--- config.mk ---
export PLATFORM = sky130hd
export DESIGN_NAME = sprite_rle_pixel_decoder_unit
export DESIGN_NICKNAME = d
export VERILOG_FILES = /design/src/sv/srle_pkg.sv /design/src/sv/sprite_rle_pixel_decoder_unit.sv /design/src/sv/srle_cfg_regs.sv /design/src/sv/srle_div_step.sv
export SDC_FILE = /design/constraint.sdc
export NUM_CORES = 1
export LEC_CHECK = 0
export BUFFER_PORTS_ARGS = -buffer_cell sky130_fd_sc_hd__clkbuf_2
export CORE_AREA = 2 2 190 192
export CTS_CLUSTER_SIZE = 40
export DETAILED_ROUTE_END_ITERATION = 10
export DIE_AREA = 0 0 192 194
export PLACE_DENSITY = 0.54
export SYNTH_ARGS = -nofsm -noshare
export SYNTH_HDL_FRONTEND = slang
export SYNTH_SLANG_ARGS = --single-unit
--- constraint.sdc ---
create_clock -name i_clk -period 6.1 [get_ports i_clk]
set_input_delay 1.22 -clock i_clk [delete_from_list [all_inputs] [get_ports i_clk]]
set_output_delay 1.22 -clock i_clk [all_outputs]
set_load 0.005 [all_outputs]
--- src/sv/srle_pkg.sv ---
// ----------------------------------------------------------------------------
// srle_pkg
// Shared types, register map and colour expansion for the sprite RLE decoder.
// ----------------------------------------------------------------------------
`default_nettype none

package srle_pkg;

    localparam int CFG_ADDR_BITS = 4;

    localparam logic [7:0] CTRL_SKIP = 8'hff;
    localparam logic [7:0] CTRL_NOP  = 8'h00;

    localparam logic [11:0] IMAGE_WIDTH_RESET = 12'd1;
    localparam logic [12:0] ROW_PITCH_RESET   = 13'd4096;
    localparam logic [23:0] BASE_OFFSET_RESET = 24'd0;

    // register index, taken from paddr[3:2]
    localparam logic [1:0] REG_IMAGE_WIDTH = 2'd0;
    localparam logic [1:0] REG_ROW_PITCH   = 2'd1;
    localparam logic [1:0] REG_BASE_OFFSET = 2'd2;

    // quotient bits of a skip: column + count stays below 2^13
    localparam int          QUOT_BITS = 13;
    localparam logic [3:0]  TOP_SHIFT = 4'(QUOT_BITS - 1);

    typedef enum logic [1:0] {
        PH_CONTROL,
        PH_SKIP,
        PH_LOW,
        PH_HIGH
    } t_phase;

    typedef enum logic [1:0] {
        ST_IDLE,
        ST_DIV,
        ST_PIX
    } t_state;

    typedef struct packed {
        logic [7:0] stream_byte;
        logic       first_byte;
    } t_in_word;

    typedef struct packed {
        logic [23:0] write_addr;
        logic [31:0] pixel_color;
    } t_out_word;

    typedef struct packed {
        logic [11:0] image_width;
        logic [12:0] row_pitch;
        logic [23:0] base_offset;
    } t_cfg;

    // RGB555 to ARGB8888, top bits of each channel replicated, alpha opaque
    function automatic logic [31:0] widen_color(input logic [15:0] c);
        widen_color = {8'hff,
                       c[14:10], c[14:12],
                       c[9:5],   c[9:7],
                       c[4:0],   c[4:2]};
    endfunction

endpackage

`default_nettype wire

--- src/sv/sprite_rle_pixel_decoder_unit.sv ---
// ----------------------------------------------------------------------------
// sprite_rle_pixel_decoder_unit
// Run-length sprite decoder: RGB555 literals to ARGB8888 atlas writes.
// ----------------------------------------------------------------------------
// Takes the compressed sprite one byte per input word and emits one output
// word (atlas address and ARGB8888 colour) per literal pixel. Control, skip
// marker and pixel low bytes do not stall the input, which is ready again at
// once. A skip count is loaded, then divided in 13 restoring-division steps
// on the shared compare/subtract unit, which folds column + count against
// the image width and adds the shifted atlas pitch to the row offset for
// each set quotient bit. A pixel high byte is loaded, then the pixel state
// forms the address and advances the column through the same unit; that
// state holds while the output word is stalled. The output word sits in a
// register, so control and low bytes keep flowing while a result waits.
// Registers: image width at 0x0, atlas pitch at 0x4, base offset at 0x8;
// write them only while the block is idle.
// ----------------------------------------------------------------------------
`default_nettype none

module sprite_rle_pixel_decoder_unit
    import srle_pkg::*;
#(
    parameter int ADDR_BITS = 24
) (
    input  wire logic                     i_clk,
    input  wire logic                     i_rst_n,
    // input words
    input  wire logic                     i_in_valid,
    output logic                          o_in_stall,
    input  wire t_in_word                 i_in_word,
    // output words
    output logic                          o_out_valid,
    input  wire logic                     i_out_stall,
    output t_out_word                     o_out_word,
    // configuration
    input  wire logic                     psel,
    input  wire logic                     penable,
    input  wire logic                     pwrite,
    input  wire logic [CFG_ADDR_BITS-1:0] paddr,
    input  wire logic [31:0]              pwdata,
    output logic [31:0]                   prdata,
    output logic                          pready
);

    localparam int SW = (ADDR_BITS > 24) ? ADDR_BITS : 24;

    t_cfg w_cfg;

    srle_cfg_regs u_regs (
        .i_clk   (i_clk),
        .i_rst_n (i_rst_n),
        .psel    (psel),
        .penable (penable),
        .pwrite  (pwrite),
        .paddr   (paddr),
        .pwdata  (pwdata),
        .prdata  (prdata),
        .pready  (pready),
        .o_cfg   (w_cfg)
    );

    // control state
    t_state                 r_state,     n_state;
    t_phase                 r_phase,     n_phase;
    logic [7:0]             r_lit,       n_lit;
    logic [11:0]            r_column,    n_column;
    logic [ADDR_BITS-1:0]   r_row,       n_row;
    logic [3:0]             r_shift,     n_shift;
    logic                   r_out_valid, n_out_valid;
    // payload
    logic [7:0]             r_low,       n_low;
    logic [7:0]             r_high,      n_high;
    logic [QUOT_BITS-1:0]   r_rem,       n_rem;
    t_out_word              r_out_word,  n_out_word;

    // shared step unit
    logic [11:0]            w_width;
    logic [QUOT_BITS-1:0]   w_unit_rem_in;
    logic [3:0]             w_unit_shift;
    logic [QUOT_BITS-1:0]   w_unit_rem;
    logic [ADDR_BITS-1:0]   w_unit_row;

    // a zero width counts as one
    assign w_width = (w_cfg.image_width == 12'd0) ? 12'd1 : w_cfg.image_width;

    // a literal runs one step at shift zero on column + 1
    assign w_unit_rem_in = (r_state == ST_PIX) ? (QUOT_BITS'(r_column) + QUOT_BITS'(1))
                                               : r_rem;
    assign w_unit_shift  = (r_state == ST_PIX) ? 4'd0 : r_shift;

    srle_div_step #(
        .ADDR_BITS (ADDR_BITS)
    ) u_step (
        .i_rem     (w_unit_rem_in),
        .i_divisor (w_width),
        .i_shift   (w_unit_shift),
        .i_row     (r_row),
        .i_pitch   (w_cfg.row_pitch),
        .o_rem     (w_unit_rem),
        .o_row     (w_unit_row)
    );

    // atlas address: wrap at ADDR_BITS, then keep 24 bits
    logic [SW-1:0] w_addr_sum;
    logic [SW-1:0] w_addr_wrap;

    assign w_addr_sum  = SW'(w_cfg.base_offset) + SW'(r_row) + SW'(r_column);
    assign w_addr_wrap = SW'(w_addr_sum[ADDR_BITS-1:0]);

    // effective state of an accepted byte after the first-byte restart
    t_phase               w_phase_eff;
    logic [11:0]          w_col_eff;
    logic [ADDR_BITS-1:0] w_row_eff;
    logic [7:0]           w_lit_eff;
    logic [7:0]           w_low_eff;
    logic [7:0]           w_byte;

    assign w_byte      = i_in_word.stream_byte;
    assign w_phase_eff = i_in_word.first_byte ? PH_CONTROL : r_phase;
    assign w_col_eff   = i_in_word.first_byte ? 12'd0 : r_column;
    assign w_row_eff   = i_in_word.first_byte ? '0 : r_row;
    assign w_lit_eff   = i_in_word.first_byte ? 8'd0 : r_lit;
    assign w_low_eff   = i_in_word.first_byte ? 8'd0 : r_low;

    assign o_in_stall  = (r_state != ST_IDLE);
    assign o_out_valid = r_out_valid;
    assign o_out_word  = r_out_word;

    always_comb begin
        n_state     = r_state;
        n_phase     = r_phase;
        n_lit       = r_lit;
        n_column    = r_column;
        n_row       = r_row;
        n_shift     = r_shift;
        n_low       = r_low;
        n_high      = r_high;
        n_rem       = r_rem;
        n_out_valid = r_out_valid;
        n_out_word  = r_out_word;

        // drop the output word once taken
        if (r_out_valid && !i_out_stall) begin
            n_out_valid = 1'b0;
        end

        case (r_state)
            ST_IDLE: begin
                if (i_in_valid) begin
                    n_column = w_col_eff;
                    n_row    = w_row_eff;
                    n_lit    = w_lit_eff;
                    n_low    = w_low_eff;
                    case (w_phase_eff)
                        PH_CONTROL: begin
                            if (w_byte == CTRL_SKIP) begin
                                n_phase = PH_SKIP;
                            end else if (w_byte != CTRL_NOP) begin
                                n_lit   = w_byte;
                                n_phase = PH_LOW;
                            end
                        end
                        PH_SKIP: begin
                            // start the division of column + count by width
                            n_rem   = QUOT_BITS'(w_col_eff) + QUOT_BITS'(w_byte);
                            n_shift = TOP_SHIFT;
                            n_state = ST_DIV;
                        end
                        PH_LOW: begin
                            n_low   = w_byte;
                            n_phase = PH_HIGH;
                        end
                        PH_HIGH: begin
                            n_high  = w_byte;
                            n_state = ST_PIX;
                        end
                        default: n_phase = PH_CONTROL;
                    endcase
                end
            end
            ST_DIV: begin
                n_rem = w_unit_rem;
                n_row = w_unit_row;
                if (r_shift == 4'd0) begin
                    n_column = w_unit_rem[11:0];
                    n_phase  = PH_CONTROL;
                    n_state  = ST_IDLE;
                end else begin
                    n_shift = r_shift - 4'd1;
                end
            end
            ST_PIX: begin
                // hold until the output register is free
                if (!r_out_valid || !i_out_stall) begin
                    n_out_valid             = 1'b1;
                    n_out_word.write_addr   = w_addr_wrap[23:0];
                    n_out_word.pixel_color  = widen_color({r_high, r_low});
                    n_column                = w_unit_rem[11:0];
                    n_row                   = w_unit_row;
                    n_lit                   = r_lit - 8'd1;
                    n_phase                 = (r_lit == 8'd1) ? PH_CONTROL : PH_LOW;
                    n_state                 = ST_IDLE;
                end
            end
            default: n_state = ST_IDLE;
        endcase
    end

    always_ff @(posedge i_clk) begin
        if (!i_rst_n) begin
            r_state     <= ST_IDLE;
            r_phase     <= PH_CONTROL;
            r_lit       <= 8'd0;
            r_column    <= 12'd0;
            r_row       <= '0;
            r_shift     <= 4'd0;
            r_out_valid <= 1'b0;
            r_low       <= 8'd0;
        end else begin
            r_state     <= n_state;
            r_phase     <= n_phase;
            r_lit       <= n_lit;
            r_column    <= n_column;
            r_row       <= n_row;
            r_shift     <= n_shift;
            r_out_valid <= n_out_valid;
            r_low       <= n_low;
        end
    end

    always_ff @(posedge i_clk) begin
        r_high     <= n_high;
        r_rem      <= n_rem;
        r_out_word <= n_out_word;
    end

endmodule

`default_nettype wire

--- src/sv/srle_cfg_regs.sv ---
// ----------------------------------------------------------------------------
// srle_cfg_regs
// APB-style register file: image width, atlas pitch and base offset.
// ----------------------------------------------------------------------------
`default_nettype none

module srle_cfg_regs
    import srle_pkg::*;
(
    input  wire logic                     i_clk,
    input  wire logic                     i_rst_n,
    input  wire logic                     psel,
    input  wire logic                     penable,
    input  wire logic                     pwrite,
    input  wire logic [CFG_ADDR_BITS-1:0] paddr,
    input  wire logic [31:0]              pwdata,
    output logic [31:0]                   prdata,
    output logic                          pready,
    output t_cfg                          o_cfg
);

    t_cfg r_cfg;
    t_cfg n_cfg;
    logic w_write;

    assign pready  = 1'b1;
    assign w_write = psel && penable && pwrite;

    always_comb begin
        n_cfg = r_cfg;
        if (w_write) begin
            case (paddr[3:2])
                REG_IMAGE_WIDTH: n_cfg.image_width = pwdata[11:0];
                REG_ROW_PITCH:   n_cfg.row_pitch   = pwdata[12:0];
                REG_BASE_OFFSET: n_cfg.base_offset = pwdata[23:0];
                default:         n_cfg = r_cfg;
            endcase
        end
    end

    always_ff @(posedge i_clk) begin
        if (!i_rst_n) begin
            r_cfg.image_width <= IMAGE_WIDTH_RESET;
            r_cfg.row_pitch   <= ROW_PITCH_RESET;
            r_cfg.base_offset <= BASE_OFFSET_RESET;
        end else begin
            r_cfg <= n_cfg;
        end
    end

    always_comb begin
        case (paddr[3:2])
            REG_IMAGE_WIDTH: prdata = {20'd0, r_cfg.image_width};
            REG_ROW_PITCH:   prdata = {19'd0, r_cfg.row_pitch};
            REG_BASE_OFFSET: prdata = {8'd0, r_cfg.base_offset};
            default:         prdata = 32'd0;
        endcase
    end

    assign o_cfg = r_cfg;

endmodule

`default_nettype wire

--- src/sv/srle_div_step.sv ---
// ----------------------------------------------------------------------------
// srle_div_step
// One restoring-division step: compare and subtract the shifted width, and
// add the matching shifted pitch to the row offset when the step is taken.
// ----------------------------------------------------------------------------
`default_nettype none

module srle_div_step
    import srle_pkg::*;
#(
    parameter int ADDR_BITS = 24
) (
    input  wire logic [QUOT_BITS-1:0] i_rem,
    input  wire logic [11:0]          i_divisor,
    input  wire logic [3:0]           i_shift,
    input  wire logic [ADDR_BITS-1:0] i_row,
    input  wire logic [12:0]          i_pitch,
    output logic [QUOT_BITS-1:0]      o_rem,
    output logic [ADDR_BITS-1:0]      o_row
);

    localparam int DW = 12 + QUOT_BITS;
    localparam int PW = ADDR_BITS + QUOT_BITS;

    logic [DW-1:0] w_div_sh;
    logic [DW-1:0] w_rem_ext;
    logic [DW-1:0] w_diff;
    logic [PW-1:0] w_pitch_sh;
    logic          w_take;

    assign w_div_sh   = DW'(i_divisor) << i_shift;
    assign w_rem_ext  = DW'(i_rem);
    assign w_take     = w_rem_ext >= w_div_sh;
    assign w_diff     = w_rem_ext - w_div_sh;
    assign w_pitch_sh = PW'(i_pitch) << i_shift;

    assign o_rem = w_take ? w_diff[QUOT_BITS-1:0] : i_rem;
    assign o_row = w_take ? (i_row + w_pitch_sh[ADDR_BITS-1:0]) : i_row;

endmodule

`default_nettype wire

==> results of run 1 <==
[power by group through the flow]
stage          Clock, mW  Sequential [mW]  Combinational (mW)
2_1_floorplan          0             1.20               0.131
5_1_grt             1.17             1.19               0.207
3_5_place_dp           0             1.21               0.185
3_3_place_gp           0             1.21               0.184
6_report            1.09             1.19               0.187
4_1_cts             1.12             1.19               0.187
[placed cells by master, fill, tap and decap left out, drive strengths merged, types with 18 or more instances in the layout]
cell	netlist	layout
a21oi	178	178
nand2	168	168
clkbuf	48	133
nor2	113	113
dfxtp	110	110
ha	85	85
mux2i	71	71
o21ai	68	68
inv	53	63
edfxtp	59	59
xnor2	51	51
nand3	47	47
nand2b	36	36
a21o	28	28
buf	51	25
nor2b	22	22
nor3	18	18
[worst paths after layout]
path                            startpoint             end  depth (start not counted)
worst max-delay path            r_state[1]        r_rem[4]                         17
worst min register to register   r_high[5]  o_out_word[22]                          0
worst min-delay path             r_high[5]  o_out_word[22]                          0
worst max register to register  r_state[1]        r_rem[4]                         17
[area by class of cell]
type / count / area share [%]
Timing Repair Buffer: 140 / 5.64
Clock inverter: 14 / 1.04
Tap cell: 461 / 4.19
Inverter: 54 / 1.47
Multi-Input combinational cell: 1139 / 55.6
Clock buffer: 18 / 3.19
Sequential cell: 169 / 28.9
[state kept, by name, summed over array words and instances (netlist names)]
register and count:
r_rem 13, r_lit 8, o_out_word 39, r_column 12, r_shift 4, r_high 7
r_phase 2, r_low 8, r_state 2, o_out_valid 1, u_regs.o_cfg 49, r_row 24
[kinds of logic after synthesis]
group	after synthesis	synth area share [%]
adders and majority gates	101	11.3
DFF	169	32.5
muxes	87	7.92
AOI/OAI and AO/OA	391	19.4
xor gates and xnor gates	67	4.79
other	2	0.0614
and+or+nand+nor	476	18.4
buffers and inverters	153	5.70
[critical path, stage by stage (launching register included)]
cell,delay [ns]
dfxtp_1,0.41
ha_2,0.49
nand2b_1,0.45
buf_4,0.27
mux4_2,0.54
nor2_1,0.10
a21oi_1,0.06
nand2_1,0.13
ha_1,0.29
nand3_1,0.11
o211ai_1,0.14
a311oi_1,0.51
nor2_1,0.14
o221ai_2,0.25
buf_12,0.20
mux2_1,0.38
nand2_1,0.09
o31ai_1,0.07
[metal layers]
metal | vias to the layer above | GRT usage [%] | routed length (µm) | part of all wire [%]
met5 | - | 0 | 0 | 0
met4 | 0 | 4.58 | 490 | 1.4
met3 | 33 | 3.53 | 1720 | 4.9
met2 | 310 | 28.2 | 15100 | 43
met1 | 4949 | 27.4 | 17500 | 50
li1 | 5279 | - | - | -
[per-stage QoR]
step | setup WS, ns | utilization [%]
after floorplan | 1.62 | -
after global routing | 0.773 | 39.1
after CTS | 1.16 | 39.1
after global placement | 1.23 | 37.4
after detailed placement | 1.19 | 37.4
final | 1.17 | 39.1
==> run_results.csv, run 1 <==
group,metric,value,unit
status,outcome,"completed",
global_routing,grt_max_degree,93,
floorplan,die_h,194,µm
sta,clock.fmax,0.203,GHz
global_routing,grt_pass1_vias,9880,
synthesis,synth_edf_count,59,
sta,final_hold_viol_count,0,
global_routing,grt_pass1_wl,54800,µm
critical_path,start_kind,"flip-flop",
power_and_ir_drop,finalPower,2.46,mW
sta,hold_slack,0.422,ns
global_routing,grt_use_total,18.7,%
detailed_routing,drtIter0Drc,655,
synthesis,ys_ff_latch,169,
synthesis,async_flop_share,0,%
power_and_ir_drop,power_frac_comb,7.6,%
synthesis,yosysMostFrequentCell,"a21oi_1",
final_layout,nFillCells,3636,
cts,cts.sinks,169,
cts,clk_path_buf_depth,2,
cts,cts.htree.levels,4,
final_layout,multi_input_area,0.00765,mm²
critical_path,path_class,"reg -> reg",
synthesis,synth-seq-area-share,32.5,%
synthesis,ys_warn_count,0,
synthesis,synth_top_area_cell,"dfxtp_1",
cts,ctsRootBufferMaster,"clkbuf_16",
power_and_ir_drop,switchingPower,0.668,mW
critical_path,ff2ff_setup_slack,1.17,ns
global_routing,overflow,0,
sta,slew_headroom,30.6,%
final_layout,layoutNonFillerInstCount,1995,
final_layout,drive_gt1_share,13.0,%
placement,hpwl,26300,µm
sta,slew_violations,0,
floorplan,die_x,192,µm
cts,cts_resized,0,
sta,min_period,4.93,ns
cts,numCtsBuffers,17,
detailed_routing,wl,34800,µm
power_and_ir_drop,intPower,1.80,mW
synthesis,synth.distinct_cells,72,
placement,placed_area,0.0132,mm²
synthesis,synth_ff_type,"dfxtp_1",
critical_path,end_kind,"flip-flop",
placement,place_congestion,0.868,
floorplan,rows,69,
power_and_ir_drop,p_clk_share,44.3,%
synthesis,ys_top_cells_by_area,"dfxtp_1, edfxtp_1, ha_1, a21oi_1, mux2i_1",
synthesis,synthCells,1446,
synthesis,netlist_top_cells_count,"a21oi_1, nand2_1, nor2_1, dfxtp_1, ha_1",
final_layout,synthToLayoutAreaGrowth,12.4,%
final_layout,postLayoutCellArea,0.0138,mm²
floorplan,coreArea,0.0352,mm²
sta,post-route-period-util,80.8,%
power_and_ir_drop,ir_drop,0.000182,V
cts,post_cts_buffers,0,
critical_path,crit_fanout,22,
floorplan,boundaryPins,143,
sta,finalClockSkew,0.0217,ns
detailed_routing,via_count,10600,
critical_path,required,6.29,ns
final_layout,antenna_cells,0,
power_and_ir_drop,switching_share,27.1,%
detailed_routing,wl_per_cell,17.4,µm
final_layout,seq_area,0.00397,mm²
cts,clkLatencyLatePin,0.46,ns
cts,clk_pin_slew,0.08,ns
global_routing,antenna_found_initial,0,
flow_run,maxCapViolations,0,
synthesis,synth_top_area_share,18.0,%
floorplan,die_area,0.0372,mm²
synthesis,netlist_area,0.0122,mm²
detailed_routing,via_per_inst,5.30,
floorplan,start_util,34.7,%
cts,cts_hold_buf,0,
critical_path,critical_path_arrival,5.12,ns
placement,io_buffers,115,
final_layout,num-nets-final,1674,
cts,cts_tree,"yes",
placement,dp_cells,1963,
detailed_routing,ant_nets,0,
sta,setup_violations,0,
detailed_routing,drc,0,
hold_path,hold_path.class,"reg -> reg",
detailed_routing,firstDrtPassIters,5,
sta,rsz0062_at_grt,"no",
power_and_ir_drop,power_density,179,mW/mm²
sta,worstMarginPinSlew,1.04,ns
power_and_ir_drop,p_leak,5.74,nW
synthesis,avgSynthCellArea,8.46,µm²
power_and_ir_drop,seqPwrFrac,48.1,%
sta,fin_setup_tns,0,ns
(Power assumes the default switching activity.)
==> inputs of run 2 (changes only) <==
- ABC_AREA: default -> 1
- CORE_AREA: 2 2 190 192 -> 2 2 191 193
- DIE_AREA: 0 0 192 194 -> 0 0 193 195
- clock period: 6.1 -> 4.6 ns (I/O delays scaled with it)
==> run 2 against run 1 <==
Effect of this change:
- worst hold slack better by 0.0029 ns
- worst setup slack worse by 0.73 ns
- via count is 11% higher
- highest routed layer unchanged
==> run_results.csv, run 2 <==
group,metric,value,unit
flow_run,maxCapViolations,0,
sta,fin_setup_tns,0,ns
final_layout,fin_util,39.4,%
synthesis,synth_top_area_share,17.8,%
cts,cts_tree,"yes",
critical_path,crit_fanout,27,
synthesis,ys_ff_latch,169,
power_and_ir_drop,power_density,263,mW/mm²
global_routing,antenna_found_initial,0,
final_layout,largest_register_ffs,49,
critical_path,path_delay_family,"compound AO/OA/AOI/OAI gates",
synthesis,synth-seq-area-share,32.1,%
placement,hpwl,28900,µm
cts,numCtsBuffers,17,
floorplan,die_x,193,µm
detailed_routing,ant_nets,0,
synthesis,synth_edf_count,59,
final_layout,final_cell_mix,"nand2_1, a21oi_1, inv_1",
power_and_ir_drop,ir_drop,0.000281,V
final_layout,final_common_cell,"nand2_1",
final_layout,num-nets-final,1955,
placement,place_congestion,0.926,
sta,setup_violations,0,
final_layout,multi_input_area,0.00732,mm²
sta,post-route-period-util,90.5,%
cts,cts.sinks,169,
synthesis,netlist_top_cells_count,"nand2_1, a21oi_1, inv_1, o21ai_0, nor2_1",
cts,clk_path_buf_depth,2,
critical_path,end_kind,"flip-flop",
cts,cts.htree.levels,4,
sta,slew_violations,0,
power_and_ir_drop,finalPower,3.66,mW
global_routing,grt_use_total,19.9,%
hold_path,hold_path.class,"reg -> reg",
global_routing,grt_max_degree,52,
final_layout,synthToLayoutAreaGrowth,12.7,%
final_layout,seq_area,0.00397,mm²
synthesis,synth.distinct_cells,53,
floorplan,die_h,195,µm
final_layout,antenna_cells,0,
sta,worst_slack,0.438,ns
sta,hold_slack,0.425,ns
detailed_routing,drtIter0Drc,646,
critical_path,path_cells,"inv_1 -> ha_1 -> inv_4 -> nand2_8 -> buf_4 -> o21ai_0 -> mux2i_1 -> nand2_1 -> o21ai_0 -> o21ai_0 -> ha_1 -> a21oi_1 -> o21ai_0 -> a21oi_1 -> o21ai_0 -> a21oi_1 -> xnor2_1 -> nand4_1 -> a21oi_1",
floorplan,boundaryPins,143,
placement,place_ws,0.240,ns
detailed_routing,wl,37000,µm
detailed_routing,via_per_inst,5.17,
floorplan,die_area,0.0376,mm²
status,outcome,"completed",
synthesis,async_flop_share,0,%
detailed_routing,wl_per_cell,16.3,µm
synthesis,ys_top_cells_by_area,"dfxtp_1, edfxtp_1, nand2_1, ha_1, a21oi_1",
critical_path,slowest_stage,"o21ai_0",
detailed_routing,via_count,11800,
sta,slew_headroom,26.6,%
floorplan,start_util,34.9,%
synthesis,avgSynthCellArea,7.19,µm²
detailed_routing,drc,0,
floorplan,coreArea,0.0354,mm²
critical_path,crit_top_cell,"o21ai_0",
critical_path,timing.critical_path.buf_inv,3,
power_and_ir_drop,p_leak,6.12,nW
sta,worstMarginPinSlew,1.10,ns
synthesis,yosysMostFrequentCell,"nand2_1",
cts,clk_pin_slew,0.08,ns
final_layout,layoutNonFillerInstCount,2276,
sta,final_hold_viol_count,0,
placement,dp_cells,2243,
cts,clkLatencyLatePin,0.45,ns
cts,ctsRootBufferMaster,"clkbuf_16",
synthesis,netlist_area,0.0124,mm²
critical_path,path_class,"reg -> reg",
synthesis,synth_ff_type,"dfxtp_1",
final_layout,postLayoutCellArea,0.0139,mm²
global_routing,overflow,0,
synthesis,synthCells,1719,
sta,min_period,4.16,ns
critical_path,critical_path_arrival,4.53,ns
placement,io_buffers,115,
critical_path,slowest_delay,0.39,ns
final_layout,nFillCells,3802,
placement,placed_area,0.0133,mm²
floorplan,rows,69,
synthesis,ys_warn_count,0,
synthesis,synth_top_area_cell,"dfxtp_1",
final_layout,drive_gt1_share,10.9,%
sta,clock.fmax,0.240,GHz
sta,rsz0062_at_grt,"no",
critical_path,start_kind,"flip-flop",
global_routing,grt_pass1_vias,11100,
sta,finalClockSkew,0.0111,ns
detailed_routing,firstDrtPassIters,7,
critical_path,required,4.97,ns
global_routing,grt_pass1_wl,58800,µm
-- run 2: changes by cell type in the layout (fill, tap and decap cells not counted), sizes merged, moves of 22 or more --
cell,delta
a21o,-23
inv,+113
mux2i,-67
nand2,+181
nand2b,-36
nand3,+80
nor2,+44
nor2b,-22
o21ai,+97
xnor2,-28
xor2,+26
-- run 2: final timing paths --
check,from,to,slack [ns],cells after the start
worst max-delay path,r_state[0],r_row[17],0.44,19
worst min-delay path,r_high[4],o_out_word[21],0.42,0
worst max register to register,r_state[0],r_row[17],0.44,19
worst min register to register,r_high[4],o_out_word[21],0.42,0
-- run 2: cell type report --
cell class / instances / area share (%)
clock buffers: 17 / 3.05
clock inverters: 15 / 1.39
inverters: 173 / 4.70
multi-input cells: 1299 / 52.5
flip-flops and latches: 169 / 28.5
well taps: 461 / 4.14
repair buffers: 142 / 5.67
-- run 2: timing repair --
| item | 4_1_cts | 5_1_grt |
|---|---|---|
| buffers inserted | 0 | 1 |
| setup endpoints to repair | 0 | 36 |
| hold buffers | 0 | 0 |
| resized for setup | 0 | 6 |
-- run 2: worst reg2reg max path, stage by stage (launching register included) --
cell     delay, ns
dfxtp_1       0.37
inv_1         0.09
ha_1          0.24
inv_4         0.19
nand2_8       0.14
buf_4         0.24
o21ai_0       0.30
mux2i_1       0.17
nand2_1       0.08
o21ai_0       0.12
o21ai_0       0.39
ha_1          0.36
a21oi_1       0.24
o21ai_0       0.12
a21oi_1       0.17
o21ai_0       0.21
a21oi_1       0.24
xnor2_1       0.14
nand4_1       0.11
a21oi_1       0.16
-- run 2: routing by layer --
metal | global-route usage (%) | part of all wire [%] | vias up
met2 | 30.8 | 43 | 338
met3 | 3.31 | 5.6 | 20
met5 | 0 | 0 | -
met4 | 4.38 | 1.2 | 0
met1 | 29.0 | 50 | 5451
li1 | - | - | 5963
-- run 2: cell families after synthesis --
kind of cell             Yosys count  share of synthesized area (%)
multiplexers                       4                          0.324
AO/OA/AOI/OAI                    411                           18.1
XOR/XNOR                          65                           4.60
flip-flops                       169                           32.1
buffers and inverters            266                           9.36
adder cells (fa/ha/maj)          101                           11.2
AND/OR/NAND/NOR                  701                           24.2
other                              2                         0.0607
-- run 2: power by group --
group | total, mW | switching (mW) | internal, mW
registers | 1.60 | 0.0279 | 1.57
clock network | 1.50 | 0.757 | 0.746
logic | 0.564 | 0.380 | 0.185
total | 3.66 | 1.16 | 2.50
